`src/euler_scale_transform_matrix_macros.svh`:
```
// Assertion macros shared by the transform matrix RTL.
// No dependencies; included by files that carry concurrent checks.
`ifndef EULER_SCALE_TRANSFORM_MATRIX_MACROS_SVH
`define EULER_SCALE_TRANSFORM_MATRIX_MACROS_SVH

`ifndef ASSERT_OFF
`define EST_ASSERT(lbl, clk, rst, prop) \
   lbl: assert property (@(posedge clk) disable iff (rst) prop) \
      else $error("transform matrix check failed");
`define EST_ASSERT_NEVER(lbl, clk, rst, cond) \
   lbl: assert property (@(posedge clk) disable iff (rst) !(cond)) \
      else $error("transform matrix forbidden condition seen");
`else
`define EST_ASSERT(lbl, clk, rst, prop)
`define EST_ASSERT_NEVER(lbl, clk, rst, cond)
`endif

`endif

```
`src/est_pkg.sv`:
```
// Shared constants, widths and types of the transform matrix block.
// No dependencies.
package est_pkg;

   localparam int ANG_W   = 16;
   localparam int SCALE_W = 16;
   localparam int TRANS_W = 32;
   localparam int ELEM_W  = 32;
   localparam int COL_W   = 2;

   localparam int PHASE_W = 16;
   localparam logic [17:0] ANG_TO_PHASE = 18'd166886;

   localparam int TRIG_W = 16;
   localparam logic [14:0] POLY_A = 15'd25736;
   localparam logic [13:0] POLY_B = 14'd10512;
   localparam logic [10:0] POLY_C = 11'd1160;
   localparam logic [14:0] Q14_ONE = 15'd16384;

   localparam int PAIR_W = 2 * TRIG_W;
   localparam int TRIP_W = PAIR_W + TRIG_W;
   localparam int ROT_W  = 45;

   localparam int DIV_W      = 27;
   localparam int DIV_BITS   = 3;
   localparam int DIV_STAGES = DIV_W / DIV_BITS;
   localparam int REM_W      = SCALE_W + 1;

   localparam int SC_LAT    = 5;
   localparam int ROT_LAT   = 2;
   localparam int FRONT_LAT = SC_LAT + ROT_LAT;
   localparam int ELEM_LAT  = DIV_STAGES + 1;
   localparam int PIPE_LAT  = FRONT_LAT + ELEM_LAT;

   localparam logic CMD_MODEL  = 1'b0;
   localparam logic CMD_NORMAL = 1'b1;

   localparam logic [COL_W-1:0] COL_0     = 2'd0;
   localparam logic [COL_W-1:0] COL_1     = 2'd1;
   localparam logic [COL_W-1:0] COL_2     = 2'd2;
   localparam logic [COL_W-1:0] COL_TRANS = 2'd3;

   localparam logic signed [ELEM_W-1:0] ONE_Q16  = 32'sh0001_0000;
   localparam logic signed [ELEM_W-1:0] ELEM_MAX = 32'sh7FFF_FFFF;
   localparam logic signed [ELEM_W-1:0] ELEM_MIN = 32'sh8000_0000;

   typedef logic signed [ROT_W-1:0] rot_type;

   typedef struct packed {
      logic                     zero;
      logic signed [ELEM_W-1:0] value;
   } elem_out_type;

endpackage

```
`src/est_elem.sv`:
```
// Element lane: scaled (model) or divided (normal) rotation entry.
// Depends on est_pkg. Pipelined restoring divider.
module est_elem import est_pkg::*; (
   input  logic                      clock,
   input  logic                      en,
   input  logic                      mode,
   input  rot_type                   rot,
   input  logic signed [SCALE_W-1:0] scale,
   output elem_out_type              result
);

   typedef struct packed {
      logic                     mode;
      logic signed [ELEM_W-1:0] model_val;
      logic [DIV_W-1:0]         dvd;
      logic [REM_W-1:0]         rem;
      logic [SCALE_W-1:0]       dvs;
      logic                     neg;
      logic                     zero;
      logic                     rpos;
      logic                     rneg;
   } div_stage_type;

   div_stage_type stage_ff [DIV_STAGES+1];
   div_stage_type prep_in;

   always_comb begin
      logic signed [ROT_W+SCALE_W-1:0] mp;
      logic signed [ROT_W+SCALE_W-1:0] msh;
      logic [ROT_W-1:0]                num;
      logic [ROT_W:0]                  x;
      mp  = rot * scale;
      msh = (mp + $signed((ROT_W+SCALE_W)'(64'h2_0000_0000))) >>> 34;
      num = rot[ROT_W-1] ? ROT_W'(-rot) : rot;
      prep_in.mode      = mode;
      prep_in.model_val = msh[ELEM_W-1:0];
      prep_in.dvs       = scale[SCALE_W-1] ? SCALE_W'(-scale) : scale;
      x = (ROT_W+1)'(num) + ((ROT_W+1)'(prep_in.dvs) << 17);
      prep_in.dvd  = x[18 +: DIV_W];
      prep_in.rem  = '0;
      prep_in.neg  = rot[ROT_W-1] ^ scale[SCALE_W-1];
      prep_in.zero = (scale == '0);
      prep_in.rpos = !rot[ROT_W-1] && (rot != '0);
      prep_in.rneg = rot[ROT_W-1];
   end

   always_ff @(posedge clock) begin
      if (en) begin
         stage_ff[0] <= prep_in;
      end
   end

   for (genvar j = 0; j < DIV_STAGES; j++) begin : g_div
      div_stage_type stage_in;
      always_comb begin
         stage_in = stage_ff[j];
         for (int b = 0; b < DIV_BITS; b++) begin
            stage_in.rem = {stage_in.rem[REM_W-2:0], stage_in.dvd[DIV_W-1]};
            stage_in.dvd = {stage_in.dvd[DIV_W-2:0], 1'b0};
            if (stage_in.rem >= {1'b0, stage_in.dvs}) begin
               stage_in.rem    = stage_in.rem - {1'b0, stage_in.dvs};
               stage_in.dvd[0] = 1'b1;
            end
         end
      end
      always_ff @(posedge clock) begin
         if (en) begin
            stage_ff[j+1] <= stage_in;
         end
      end
   end

   always_comb begin
      div_stage_type fin;
      logic signed [ELEM_W-1:0] q;
      fin = stage_ff[DIV_STAGES];
      q   = $signed(ELEM_W'(fin.dvd));
      result.zero = (fin.mode == CMD_NORMAL) && fin.zero;
      if (fin.mode == CMD_MODEL) begin
         result.value = fin.model_val;
      end else if (fin.zero) begin
         result.value = fin.rpos ? ELEM_MAX : (fin.rneg ? ELEM_MIN : '0);
      end else begin
         result.value = fin.neg ? -q : q;
      end
   end

endmodule

```
`config.mk`:
```
export PLATFORM = sky130hd
export DESIGN_NAME = est_elem
export DESIGN_NICKNAME = d
export VERILOG_FILES = /design/src/euler_scale_transform_matrix_macros.svh /design/src/est_pkg.sv /design/src/est_elem.sv
export SDC_FILE = /design/constraint.sdc
export NUM_CORES = 2
export LEC_CHECK = 0
export ABC_CLOCK_PERIOD_IN_PS = 12900
export BUFFER_PORTS_ARGS = -buffer_cell sky130_fd_sc_hd__buf_4
export CORE_MARGIN = 2
export CORE_UTILIZATION = 51
export CTS_CLUSTER_DIAMETER = 120
export DETAILED_ROUTE_END_ITERATION = 12
export PLACE_DENSITY = 0.67
export SLEW_MARGIN = 15
export SYNTH_ARGS = -nofsm -noshare
export SYNTH_HDL_FRONTEND = slang
export SYNTH_SLANG_ARGS = --single-unit
```
`constraint.sdc`:
```
create_clock -name clock -period 12.9 [get_ports clock]
set_input_delay 1.935 -clock clock [delete_from_list [all_inputs] [get_ports clock]]
set_output_delay 1.935 -clock clock [all_outputs]
set_load 0.005 [all_outputs]
```
Yosys cells after proc, flatten, opt, wreduce, memory -nomap -nowiden

Memories as Yosys holds them, arrays and structs flattened.
Index checks and enable logic that the tools add are counted.

Reduce and logical (&&, ||, !) cells: 5
$mul: 1
Mux-type cells: 36
Bitwise logic cells: 1
$lt $le $gt $ge: 27
$add $sub $neg: 32

Operator list:

| operator               | count |
|---|---|
| $mux 18                | 27 |
| $ge 17x16->1           | 27 |
| $sub 17x16->17         | 27 |
| $mux 32                | 5 |
| $add 61x35->61 const B | 1 |
| $mul 45x16->61         | 1 |
| $add 45x33->45         | 1 |
| $mux 45                | 1 |
| $neg 45->45            | 1 |
| $reduce_bool 45->1     | 1 |
| $neg 27->32            | 1 |
| $logic_not 16->1       | 1 |
| $mux 16                | 1 |
| $neg 16->16            | 1 |
| $logic_and 1x1->1      | 2 |
| $mux 1                 | 2 |
| $logic_not 1->1        | 1 |
| $xor 1x1->1            | 1 |

Output and inout bits: 33
Register bits: 0
Memory bits (writable): 970
Logic and storage cells: 103
Memories: 1
Input port bits: 64

Memories:

| name     | words | width | read ports | clocked after memory_dff | wr ports | line           | RTL |
|---|---|---|---|---|---|---|---|
| stage_ff | 10    | 97    | 10         | 0                        | 10       | est_elem.sv:24 | `div_stage_type stage_ff [DIV_STAGES+1];` |

Depth between registers and ports, before layout

An unclocked memory read counts as a cell.

Depth in word-level cells: 7
Mapped depth: 37
Depth with buffers taken out: 33

Worst setup path before layout

No wires, ideal clock.

Kind: reg2reg
From: mem stage_ff[5][5] (netlist name)
To: mem stage_ff[6][28] (netlist name) (data pin)
Path slack: 3.986 ns
Stages on the path, launching flop included: 36
Data required time: 12.640 ns
Period minus slack after synthesis: 8.914 ns
Arrival: 8.654 ns
Library setup time: 0.260 ns
Path buffers: 5
Cell sequence: edfxtp_1 -> inv_1 -> ha_1 -> nor2b_1 -> o31a_1 -> o2111ai_1 -> a31oi_1 -> nor2_1 -> clkbuf_1 -> buf_1 -> nor2_1 -> a21oi_1 -> inv_1 -> ha_1 -> nor2b_1 -> o31a_1 -> o31a_1 -> a221o_1 -> o31a_1 -> o31ai_1 -> nand2_1 -> clkbuf_1 -> clkbuf_1 -> a21oi_1 -> ha_1 -> nor2b_1 -> o31a_1 -> nor4_1 -> o31a_1 -> o21ai_0 -> o41ai_1 -> o21ai_0 -> or3_1 -> a211oi_2 -> buf_2 -> mux2_2

RTL lines:

| item               | line |
|---|---|
| start: declaration | est_elem.sv:24 |

==> impl_metrics.env <==
export IMPL_largest_reg_flops=862
export IMPL_rsz0062_at_grt="false"
export IMPL_grtUsageTotal_pct=24.8
export IMPL_rows=140
export IMPL_area_growth_pct=7.37
export IMPL_grt_pass1_vias=53800
export IMPL_htree_levels=3
export IMPL_slew_viol_final=0
export IMPL_post_cts_setup_buffers=0
export IMPL_grt_max_degree=201
export IMPL_criticalPathCategory="register to register"
export IMPL_die_y_um=388
export IMPL_drt_initial_drc_count=3718
export IMPL_tightest_slew_ns=1.13
export IMPL_busiest_layer="met2"
export IMPL_grt_pass1_wl_um=295000
export IMPL_outcome="complete, no violations"
export IMPL_yosys_warnings=0
export IMPL_maxCapViolCount=0
export IMPL_num_io_pins=97
export IMPL_placed_cell_area_sq_mm=0.0778
export IMPL_syn_area_sq_mm=0.0752
export IMPL_post_drt_wl_per_cell_um=20.2
export IMPL_grt_use_met1_pct=32.8
export IMPL_die_area_sq_mm=0.151
export IMPL_die_width_um=388
export IMPL_fin_skew_ns=0.0344
export IMPL_synthFlopType="edfxtp_1"
export IMPL_min_path_type="register to register"
export IMPL_hold_viol=0
export IMPL_cp_arrival_ns=10.70
export IMPL_seq_area_frac_synth_pct=34.4
export IMPL_tritoncts="done"
export IMPL_viasPerCell=5.71
export IMPL_synthDistinctLibCells=84
export IMPL_cts_resized=0
export IMPL_end_kind="register"
export IMPL_placedCellCount=9019
export IMPL_avgSynthCellArea_sq_um=10.4
export IMPL_clockBufferDepth=3
export IMPL_grt_use_met2_pct=41.6
export IMPL_stdcell_area_sq_mm=0.0808
export IMPL_nets=8524
export IMPL_setup_tns_final_ns=0
export IMPL_cts_sinks=862
export IMPL_period_minus_slack_ns=10.31
export IMPL_reg_top3="stage_ff: 862 flops"
export IMPL_clkLatencyLatePin_ns=0.68
export IMPL_cts_clk_slew_worst_paths_ns=0.06
export IMPL_io_buffers=96
export IMPL_crit_path_frequent_cell="o31a_1"
export IMPL_holdWs_ns=0.404
export IMPL_syn_num_nets=8538
export IMPL_cts_hold_buf=0
export IMPL_core_area_sq_mm=0.146
export IMPL_ys_ff_latch=862
export IMPL_fin_cells=9183
export IMPL_setup_viol=0
export IMPL_drc=0
export IMPL_met3_usage_pct=2.98
export IMPL_worst_path_max_fanout=20
export IMPL_regMostFlops="stage_ff"
export IMPL_drive_above_1_share_pct=7.21
export IMPL_vias=52500
export IMPL_period_share_pct=79.9
export IMPL_routed_wl_um=185000
export IMPL_async_flop_share_pct=0
export IMPL_grt_ovfl_total=0
export IMPL_initial_utilization_pct=51.5
export IMPL_synth_edf_count=862
export IMPL_ant_nets=0
export IMPL_dr_pass1_iters=6
export IMPL_cts_root_buf="clkbuf_16"
export IMPL_start_kind="register"
export IMPL_relSlewSlack_pct=24.1
export IMPL_cts_buffers_inserted=90
export IMPL_dpl_hpwl_um=140000
export IMPL_crit_slowest_cell="nand2_1"
export IMPL_antenna_found_initial=4
export IMPL_place_gp_congestion=0.906
export IMPL_worstPathRequired_ns=13.29
export IMPL_synthCells=7208
export IMPL_fmax_ghz=0.0970
export IMPL_worst_path_largest_cell_delay_ns=0.64
## worst paths after layout
path / from / endpoint / slack [ns] / cells past startpoint
worst max-delay path: stage_ff[5][5] / stage_ff[6][21] / 2.59 / 32
worst min-delay path: stage_ff[2][64] / stage_ff[3][64] / 0.40 / 0
worst max register to register: stage_ff[5][5] / stage_ff[6][21] / 2.59 / 32
worst min register to register: stage_ff[2][64] / stage_ff[3][64] / 0.40 / 0
## synthesized netlist by cell type (96+ instances only)
| cell type | instances | area [sq um] |
|---|---|---|
| xor2_1 | 113 | 990 |
| inv_1 | 1008 | 3780 |
| mux2_2 | 201 | 2260 |
| o21ai_0 | 269 | 1350 |
| and2_1 | 241 | 1510 |
| nor3_1 | 99 | 495 |
| nor2_1 | 334 | 1250 |
| a21oi_1 | 350 | 1750 |
| xnor2_1 | 294 | 2570 |
| a21o_1 | 135 | 1010 |
| edfxtp_1 | 862 | 25900 |
| nand2_1 | 743 | 2790 |
| fa_1 | 693 | 13900 |
| clkbuf_1 | 200 | 751 |
| nand3_1 | 96 | 480 |
| ha_1 | 573 | 7170 |
## logic make-up (layout without fill, tap and decap cells)
group                    Yosys count  after routing  share of synthesized area [%]
XOR/XNOR                         407            407                           4.74
AND/OR/NAND/NOR                 1926           1926                           12.3
AO/OA/AOI/OAI                   1259           1259                           10.8
multiplexers                     247            247                           3.62
buffers and inverters           1241           1298                           6.22
other                              0              1                              0
adder cells (fa/ha/maj)         1266           1266                           28.0
flip-flops                       862            862                           34.4
## metrics by stage
stage | utilization (%) | setup WS, ns
after floorplan | - | 3.99
after global placement | 53.2 | 2.78
after detailed placement | 53.2 | 2.72
after CTS | 55.3 | 2.67
after global routing | 55.3 | 1.73
final | 55.3 | 2.59
## critical path, delay by kind of cell (launching register included)
family                   cells  cell delay [ns]
flip-flops                   1             0.61
AND/OR/NAND/NOR              8             1.99
adder cells (fa/ha/maj)      3             0.99
buffers and inverters        4             0.92
multiplexers                 1             0.38
AO/OA/AOI/OAI               16             5.13
## layout by cell type, fill, tap and decap left out, types with 37 or more instances in the layout
cell,instances
nand2_1,743
a21oi_1,349
nor3_1,98
or3_1,38
o21bai_1,46
nand3_1,96
nor2b_1,66
a21o_1,135
a31oi_1,37
mux2i_1,46
nand2b_1,86
mux2_2,201
o211ai_1,43
xnor2_1,294
and2_1,241
edfxtp_1,862
o21ai_0,268
fa_1,693
inv_1,1008
nand4_1,83
nor2_1,334
o31ai_1,46
ha_1,573
buf_4,120
clkbuf_16,90
xor2_1,113
o21a_1,73
a211oi_1,37
## layout make-up
type	instances	area, sq um
flip-flops and latches	862	25900
inverters	1011	3790
clock inverters	62	694
clock buffers	101	2290
well taps	1917	2400
fillers	12700	65300
multi-input cells	5105	44700
repair buffers	124	976
diodes	1	2.50
## metal layers
layer / part of all wire, % / vias to the layer above
li1: - / 24700
met1: 42 / 25800
met2: 48 / 1575
met3: 5.4 / 387
met4: 4.5 / 0
met5: 0 / -
Power is not shown: default switching activity piles up to over one toggle a cycle in this logic, so the estimate is an artifact.
