$ cat src/euler_scale_transform_matrix_macros.svh
// Assertion macros shared by the transform matrix RTL.
// No dependencies; included by files that carry concurrent checks.
`ifndef EULER_SCALE_TRANSFORM_MATRIX_MACROS_SVH
`define EULER_SCALE_TRANSFORM_MATRIX_MACROS_SVH

`ifndef ASSERT_OFF
`define EST_ASSERT(lbl, clk, rst, prop) \
   lbl: assert property (@(posedge clk) disable iff (rst) prop) \
      else $error("transform matrix check failed");
`define EST_ASSERT_NEVER(lbl, clk, rst, cond) \
   lbl: assert property (@(posedge clk) disable iff (rst) !(cond)) \
      else $error("transform matrix forbidden condition seen");
`else
`define EST_ASSERT(lbl, clk, rst, prop)
`define EST_ASSERT_NEVER(lbl, clk, rst, cond)
`endif

`endif

$ cat src/est_pkg.sv
// Shared constants, widths and types of the transform matrix block.
// No dependencies.
package est_pkg;

   localparam int ANG_W   = 16;
   localparam int SCALE_W = 16;
   localparam int TRANS_W = 32;
   localparam int ELEM_W  = 32;
   localparam int COL_W   = 2;

   localparam int PHASE_W = 16;
   localparam logic [17:0] ANG_TO_PHASE = 18'd166886;

   localparam int TRIG_W = 16;
   localparam logic [14:0] POLY_A = 15'd25736;
   localparam logic [13:0] POLY_B = 14'd10512;
   localparam logic [10:0] POLY_C = 11'd1160;
   localparam logic [14:0] Q14_ONE = 15'd16384;

   localparam int PAIR_W = 2 * TRIG_W;
   localparam int TRIP_W = PAIR_W + TRIG_W;
   localparam int ROT_W  = 45;

   localparam int DIV_W      = 27;
   localparam int DIV_BITS   = 3;
   localparam int DIV_STAGES = DIV_W / DIV_BITS;
   localparam int REM_W      = SCALE_W + 1;

   localparam int SC_LAT    = 5;
   localparam int ROT_LAT   = 2;
   localparam int FRONT_LAT = SC_LAT + ROT_LAT;
   localparam int ELEM_LAT  = DIV_STAGES + 1;
   localparam int PIPE_LAT  = FRONT_LAT + ELEM_LAT;

   localparam logic CMD_MODEL  = 1'b0;
   localparam logic CMD_NORMAL = 1'b1;

   localparam logic [COL_W-1:0] COL_0     = 2'd0;
   localparam logic [COL_W-1:0] COL_1     = 2'd1;
   localparam logic [COL_W-1:0] COL_2     = 2'd2;
   localparam logic [COL_W-1:0] COL_TRANS = 2'd3;

   localparam logic signed [ELEM_W-1:0] ONE_Q16  = 32'sh0001_0000;
   localparam logic signed [ELEM_W-1:0] ELEM_MAX = 32'sh7FFF_FFFF;
   localparam logic signed [ELEM_W-1:0] ELEM_MIN = 32'sh8000_0000;

   typedef logic signed [ROT_W-1:0] rot_type;

   typedef struct packed {
      logic                     zero;
      logic signed [ELEM_W-1:0] value;
   } elem_out_type;

endpackage

$ cat src/est_sincos.sv
// Sine/cosine lane: angle to phase, then a 4-stage polynomial per output.
// Depends on est_pkg. Advances on en.
module est_sincos import est_pkg::*; (
   input  logic                     clock,
   input  logic                     en,
   input  logic signed [ANG_W-1:0]  angle,
   output logic signed [TRIG_W-1:0] sin_out,
   output logic signed [TRIG_W-1:0] cos_out
);

   logic signed [34:0]   phase_prod;
   logic [31:0]          phase_rnd;
   logic [PHASE_W-1:0]   phase_in, phase_ff;

   logic [1:0]  quad_a_in [2], quad_a_ff [2];
   logic [14:0] t_a_in [2], t_a_ff [2];
   logic [14:0] tsq_a_in [2], tsq_a_ff [2];

   logic [1:0]  quad_b_ff [2];
   logic [14:0] t_b_ff [2];
   logic [14:0] tsq_b_ff [2];
   logic [13:0] inner_b_in [2], inner_b_ff [2];

   logic [1:0]  quad_c_ff [2];
   logic [14:0] t_c_ff [2];
   logic [14:0] mid_c_in [2], mid_c_ff [2];

   logic signed [TRIG_W-1:0] trig_in [2], trig_ff [2];

   always_comb begin
      phase_prod = angle * $signed({1'b0, ANG_TO_PHASE});
      phase_rnd  = phase_prod[31:0] + 32'h0000_8000;
      phase_in   = phase_rnd[31:16];
   end

   always_comb begin
      logic [PHASE_W-1:0] ph;
      logic [29:0] tt;
      logic [24:0] ct;
      logic [24:0] ctr;
      logic [28:0] pr;
      logic [28:0] prr;
      logic [29:0] ps;
      logic [29:0] psr;
      logic [14:0] smag;
      for (int i = 0; i < 2; i++) begin
         ph = (i == 0) ? phase_ff : phase_ff + 16'h4000;
         quad_a_in[i] = ph[15:14];
         t_a_in[i] = ph[14] ? 15'(Q14_ONE - {1'b0, ph[13:0]}) : {1'b0, ph[13:0]};
         tt = 30'(t_a_in[i]) * 30'(t_a_in[i]);
         tt = (tt + 30'd8192) >> 14;
         tsq_a_in[i] = tt[14:0];

         ct  = 25'(POLY_C) * 25'(tsq_a_ff[i]);
         ctr = (ct + 25'd8192) >> 14;
         inner_b_in[i] = POLY_B - ctr[13:0];

         pr  = 29'(tsq_b_ff[i]) * 29'(inner_b_ff[i]);
         prr = (pr + 29'd8192) >> 14;
         mid_c_in[i] = POLY_A - {1'b0, prr[13:0]};

         ps   = 30'(t_c_ff[i]) * 30'(mid_c_ff[i]);
         psr  = (ps + 30'd8192) >> 14;
         smag = (psr[14:0] > Q14_ONE) ? Q14_ONE : psr[14:0];
         trig_in[i] = quad_c_ff[i][1] ? -$signed({1'b0, smag}) : $signed({1'b0, smag});
      end
   end

   always_ff @(posedge clock) begin
      if (en) begin
         phase_ff <= phase_in;
         for (int i = 0; i < 2; i++) begin
            quad_a_ff[i]  <= quad_a_in[i];
            t_a_ff[i]     <= t_a_in[i];
            tsq_a_ff[i]   <= tsq_a_in[i];
            quad_b_ff[i]  <= quad_a_ff[i];
            t_b_ff[i]     <= t_a_ff[i];
            tsq_b_ff[i]   <= tsq_a_ff[i];
            inner_b_ff[i] <= inner_b_in[i];
            quad_c_ff[i]  <= quad_b_ff[i];
            t_c_ff[i]     <= t_b_ff[i];
            mid_c_ff[i]   <= mid_c_in[i];
            trig_ff[i]    <= trig_in[i];
         end
      end
   end

   assign sin_out = trig_ff[0];
   assign cos_out = trig_ff[1];

endmodule

$ cat config.mk
export PLATFORM = sky130hd
export DESIGN_NAME = est_sincos
export DESIGN_NICKNAME = d
export VERILOG_FILES = /design/src/euler_scale_transform_matrix_macros.svh /design/src/est_pkg.sv /design/src/est_sincos.sv
export SDC_FILE = /design/constraint.sdc
export NUM_CORES = 2
export LEC_CHECK = 0
export ABC_AREA = 1
export BUFFER_PORTS_ARGS = -buffer_cell sky130_fd_sc_hd__buf_2
export CAP_MARGIN = 20
export CORE_MARGIN = 3
export CORE_UTILIZATION = 65
export CTS_CLUSTER_DIAMETER = 80
export DETAILED_ROUTE_END_ITERATION = 10
export PLACE_DENSITY = 0.88
export SETUP_SLACK_MARGIN = 0.02
export SLEW_MARGIN = 0
export SYNTH_ARGS = -nofsm -noshare
export SYNTH_HDL_FRONTEND = slang
export SYNTH_SLANG_ARGS = --single-unit
export TNS_END_PERCENT = 20
$ cat constraint.sdc
create_clock -name clock -period 14.5 [get_ports clock]
set_input_delay 0.725 -clock clock [delete_from_list [all_inputs] [get_ports clock]]
set_output_delay 0.725 -clock clock [all_outputs]
set_load 0.1 [all_outputs]
# [After elaboration in Yosys (flattened, before gate mapping)]
# Memories as Yosys holds them, arrays and structs flattened.
# Index checks and enable logic that the tools add are counted.
# W data, S select, Z words.
[totals] reg_bits=16 mem_bits_rw=252 in_bits=18 output_inout_bits=32 elab_cells=49 memories=11
[op_classes] addsub=18 multipliers=9 magnitude_cmp=2 n_mux=8
[memory_table] name="trig_ff" words=2 width=16 rd=2 rd_ports_with_merged_regs=0 write_ports=2 line="est_sincos.sv:28" text="logic signed [TRIG_W-1:0] trig_in [2], trig_ff [2];"
[memory_table] name="mid_c_ff" words=2 width=15 rd=2 rd_ports_with_merged_regs=0 write_ports=2 line="est_sincos.sv:26" text="logic [14:0] mid_c_in [2], mid_c_ff [2];"
[memory_table] name="t_a_ff" words=2 width=15 rd=2 rd_ports_with_merged_regs=0 write_ports=2 line="est_sincos.sv:16" text="logic [14:0] t_a_in [2], t_a_ff [2];"
[memory_table] name="t_b_ff" words=2 width=15 rd=2 rd_ports_with_merged_regs=0 write_ports=2 line="est_sincos.sv:20" text="logic [14:0] t_b_ff [2];"
[memory_table] name="t_c_ff" words=2 width=15 rd=2 rd_ports_with_merged_regs=0 write_ports=2 line="est_sincos.sv:25" text="logic [14:0] t_c_ff [2];"
[memory_table] name="tsq_a_ff" words=2 width=15 rd=2 rd_ports_with_merged_regs=0 write_ports=2 line="est_sincos.sv:17" text="logic [14:0] tsq_a_in [2], tsq_a_ff [2];"
[memory_table] name="5 more memories"
[ops] cell="$add A29 B14 Y29 const B" n=4
[ops] cell="$mul A15 B15 Y29" n=4
[ops] cell="$mux W15" n=4
[ops] cell="$sub A15 B14 Y15 const A" n=4
[ops] cell="$add A28 B14 Y28 const B" n=2
[ops] cell="$mul A15 B14 Y28" n=2
[ops] cell="$add A25 B14 Y25 const B" n=2
[ops] cell="$mul A8 B15 Y22 const A" n=2
[ops] cell="$add A32 B16 Y32 const B" n=1
[ops] cell="$mux W16" n=2
[ops] cell="$neg A15 Y16" n=2
[ops] cell="$mul A16 B18 Y31 const B" n=1
[ops] cell="$gt A15 B15 Y1 const B" n=2
[ops] cell="$sub A14 B11 Y14 const A" n=2
[ops] cell="$add A16 B15 Y16 const B" n=1
[ops] cell="$mux W1" n=2

# [Longest topological paths before layout]
# An unclocked memory read counts as a cell.
[depth] ltp_word=7 depth_mapped=45 depth_no_buf=43

# [Least setup slack after synthesis]
# OpenSTA, ideal clock, no wires.
[synth_timing] path_type="reg2reg" from="reg phase_ff[0]" to="mem tsq_a_ff[1][11], in the netlist tsq_a_ff[0][26], data pin" setup_ns=0.259 arrival_time_ns=7.486 required_ns=14.241 path_slack_ns=6.755 stages_incl_launch_ff=42 path_buffers=2 synth_period_minus_slack_ns=7.745 cell_sequence="edfxtp_1 -> clkbuf_1 -> clkinv_1 -> clkbuf_1 -> ha_1 -> nand2_1 -> nor2_1 -> inv_1 -> nor2_1 -> nand2_1 -> nor2_1 -> nand4_1 -> nor2_1 -> inv_1 -> nand2_1 -> nand2_1 -> o21ai_2 -> inv_1 -> [6 not listed] -> fa_1 -> inv_1 -> fa_1 -> inv_1 -> fa_1 -> ha_1 -> a21oi_1 -> o21ai_0 -> a21oi_1 -> nand2_1 -> nand2_1 -> nand2_2 -> a21oi_1 -> o21ai_1 -> a21oi_1 -> o21ai_1 -> nand2_1 -> nand2_1"
[synth_rtl] element="start: declaration" line="est_sincos.sv:13" text="logic [PHASE_W-1:0] phase_in, phase_ff;"
[synth_rtl] element="start signal: assignment" line="est_sincos.sv:71" text="phase_ff <= phase_in;"
[synth_rtl] element="end: declaration" line="est_sincos.sv:17"

==> run summary <==
status - completed
sequential area share after synthesis - 12.9%
Max Slew Vio Count - 0
via count - 46,004
#FFs+latches synth - 255
vias per inst - 5.54
Clock Skew - 0.0380 ns
Slew @ Worst Pin - 1.07 ns
max_cap viols - 0
CTS tree - yes
Final min period - 8.94 ns
highest fanout seen on the critical path - 17
setup TNS - 0 ns
uppermost routed layer - met4
hold crit path type - reg -> reg
met2 WL post-DR - 68,600 um
CP Data Arrival Time - 9.26 ns
Post-CTS Setup Repair Bufs - 0
num rows - 110
Critical Path Start - phase_ff[0]
Synth Area in Adders - 50.6%
largest net degree at the start of global routing - 116
max incr delay on CP - 0.70 ns
Startpoint Class - flip-flop
deepest clock path buffer count - 3
vias in the first global route - 49,814
combinational family with the most area after synthesis - adder cells
DP HPWL - 111,000 um
Crit path top cell by count - nand2_1
commonest non-fill, non-tap cell in the layout - inv_1
max frequency - 112 MHz
nets - 8,935
FF-to-FF Start - phase_ff[0]
Clk Latency, worst-skew pair - 0.58 ns
grt ovf - 0
RSZ-0062 raised after global routing - false
router iterations before antenna repair - 8
GRT Util Overall - 29.8%
Syn Inst Count - 7,131
DRC - 0
Syn Area/Cell - 8.34 um^2
Placer Congestion - 0.930
Synth Area in XOR/XNOR - 3.03%
share of layout cells above drive strength 1 - 3.17%
Rel. slew slack - 28.4%
final worst-path cycle share - 61.7%
io pins - 50
top_reg_cell synth - edfxtp_1
Post-synth EDFFs - 255
final hold vios - 0
Die Area - 0.0952 mm^2
clock sinks - 255
initial antenna violation count - 0
worst hold start - t_a_ff[0][15]
Synth async-reset ratio - 0%
Starting Density - 65.8%
global-route wire length before repair - 232,000 um
compound-gate portion of the synthesized area - 4.56%
CTS Root Cell - clkbuf_16
Reg clk slew, reported paths - 0.07 ns
mapped cell area - 0.0595 mm^2
cts bufs inserted - 37
Detail Route Antenna Nets - 0
post-synthesis simple-gate area fraction - 15.4%
wl on met1 - 50,600 um
Syn. warnings - 0
Setup CP Type - reg -> reg
fill count - 6,393
Antenna Cells - 0
Detailed Route Iter0 Violations - 3,506
die width - 309 um
PortBufs - 49
post-synthesis mux area share - 0%
Top delay family on crit path - adder cells
core area - 0.0904 mm^2
post-cts resize count - 0
hold buffer count at CTS - 0
met3 routed WL - 10,800 um
Critical-path top delay cell - clkinv_1
critical path required time - 14.82 ns
Die H - 309 um
Critical Path End Type - flip-flop
area grow syn2layout - 4.15%
final setup fails - 0
CTS H-tree lvls - 2
DRT Wirelength - 136,000 um
most frequent cells in the layout - 1,975 x inv_1, 1,576 x nand2_1, 984 x fa_1
Yosys cell types - 63
WL per Instance - 16.4 um
CP Buf/Inv Count - 8
-- cell usage after synthesis (9+ instances only) --
library cell / instances / area, um^2
inv_1: 1975 / 7410
nand2_2: 32 / 200
a31oi_1: 9 / 56.3
edfxtp_1: 255 / 7660
clkinv_1: 10 / 37.5
xor2_1: 122 / 1070
nor2_1: 341 / 1280
o21ai_2: 15 / 131
ha_1: 831 / 10400
o21ai_1: 28 / 140
xnor2_1: 78 / 683
o21ai_0: 104 / 521
nand2_1: 1576 / 5920
nor3_1: 34 / 170
nand3_1: 166 / 831
a21o_1: 12 / 90.1
o21a_1: 18 / 135
nand4_1: 44 / 275
a21oi_1: 217 / 1090
clkbuf_1: 129 / 484
fa_1: 984 / 19700
o21bai_1: 24 / 180
inv_2: 13 / 48.8
-- worst register-to-register path: cells and delay by family, from the launching register on --
family          cells  cell delay, ns
flops               1            0.66
compound gates      8            1.60
simple gates       14            1.29
buf+inv             8            1.35
fa+ha+maj           8            3.83
-- layer usage --
layer | GRT usage [%] | up-vias
met4 | 13.9 | 0
met3 | 4.64 | 568
met5 | 0 | -
li1 | - | 21235
met1 | 36.0 | 22129
met2 | 52.6 | 2072
-- cell families after synthesis --
family                     Yosys count
and+or+nand+nor                   2248
buffers and inverters             2139
adders and majority gates         1815
AOI/OAI and AO/OA                  469
DFF                                255
xor gates and xnor gates           203
other                                2
-- final cells by class --
cell class	instances	area, um^2	area share, %
clock buffers	38	930	1.50
clock inverters	27	275	0.444
inverters	1998	7500	12.1
multi-input cells	4755	43800	70.7
flip-flops and latches	255	7660	12.4
well taps	1176	1470	2.37
repair buffers	55	300	0.485
-- sequential cells by signal, summed over array words and instances (netlist names), 16 cells and up --
signal      count
inner_b_ff     24
trig_ff        32
t_c_ff         29
mid_c_ff       30
phase_ff       16
t_b_ff         29
tsq_a_ff       30
t_a_ff         29
tsq_b_ff       30
-- worst paths after layout --
| path | slack [ns] | to | cells past startpoint |
|---|---|---|---|
| worst min register to register | 0.40 | t_b_ff[0][15] | 0 |
| worst min-delay path | 0.40 | t_b_ff[0][15] | 0 |
| worst max register to register | 5.56 | tsq_a_ff[0][26] | 38 |
| worst max-delay path | 5.56 | tsq_a_ff[0][26] | 38 |
-- through the flow --
step	hold slack (ns)	std cells	setup slack [ns]	cell area, um^2	util, %
final	0.403	8304	5.56	62000	68.5
after global routing	0.408	8304	4.77	62000	68.5
after floorplan	0.400	7149	6.75	59600	-
after detailed placement	0.405	8239	5.64	60800	67.2
after global placement	0.402	8239	5.73	60800	67.2
after CTS	0.413	8304	5.60	62000	68.5
Power is left out: the tool's default activity adds up to more than one toggle a clock period on the data nets, which glitch-free logic cannot reach.
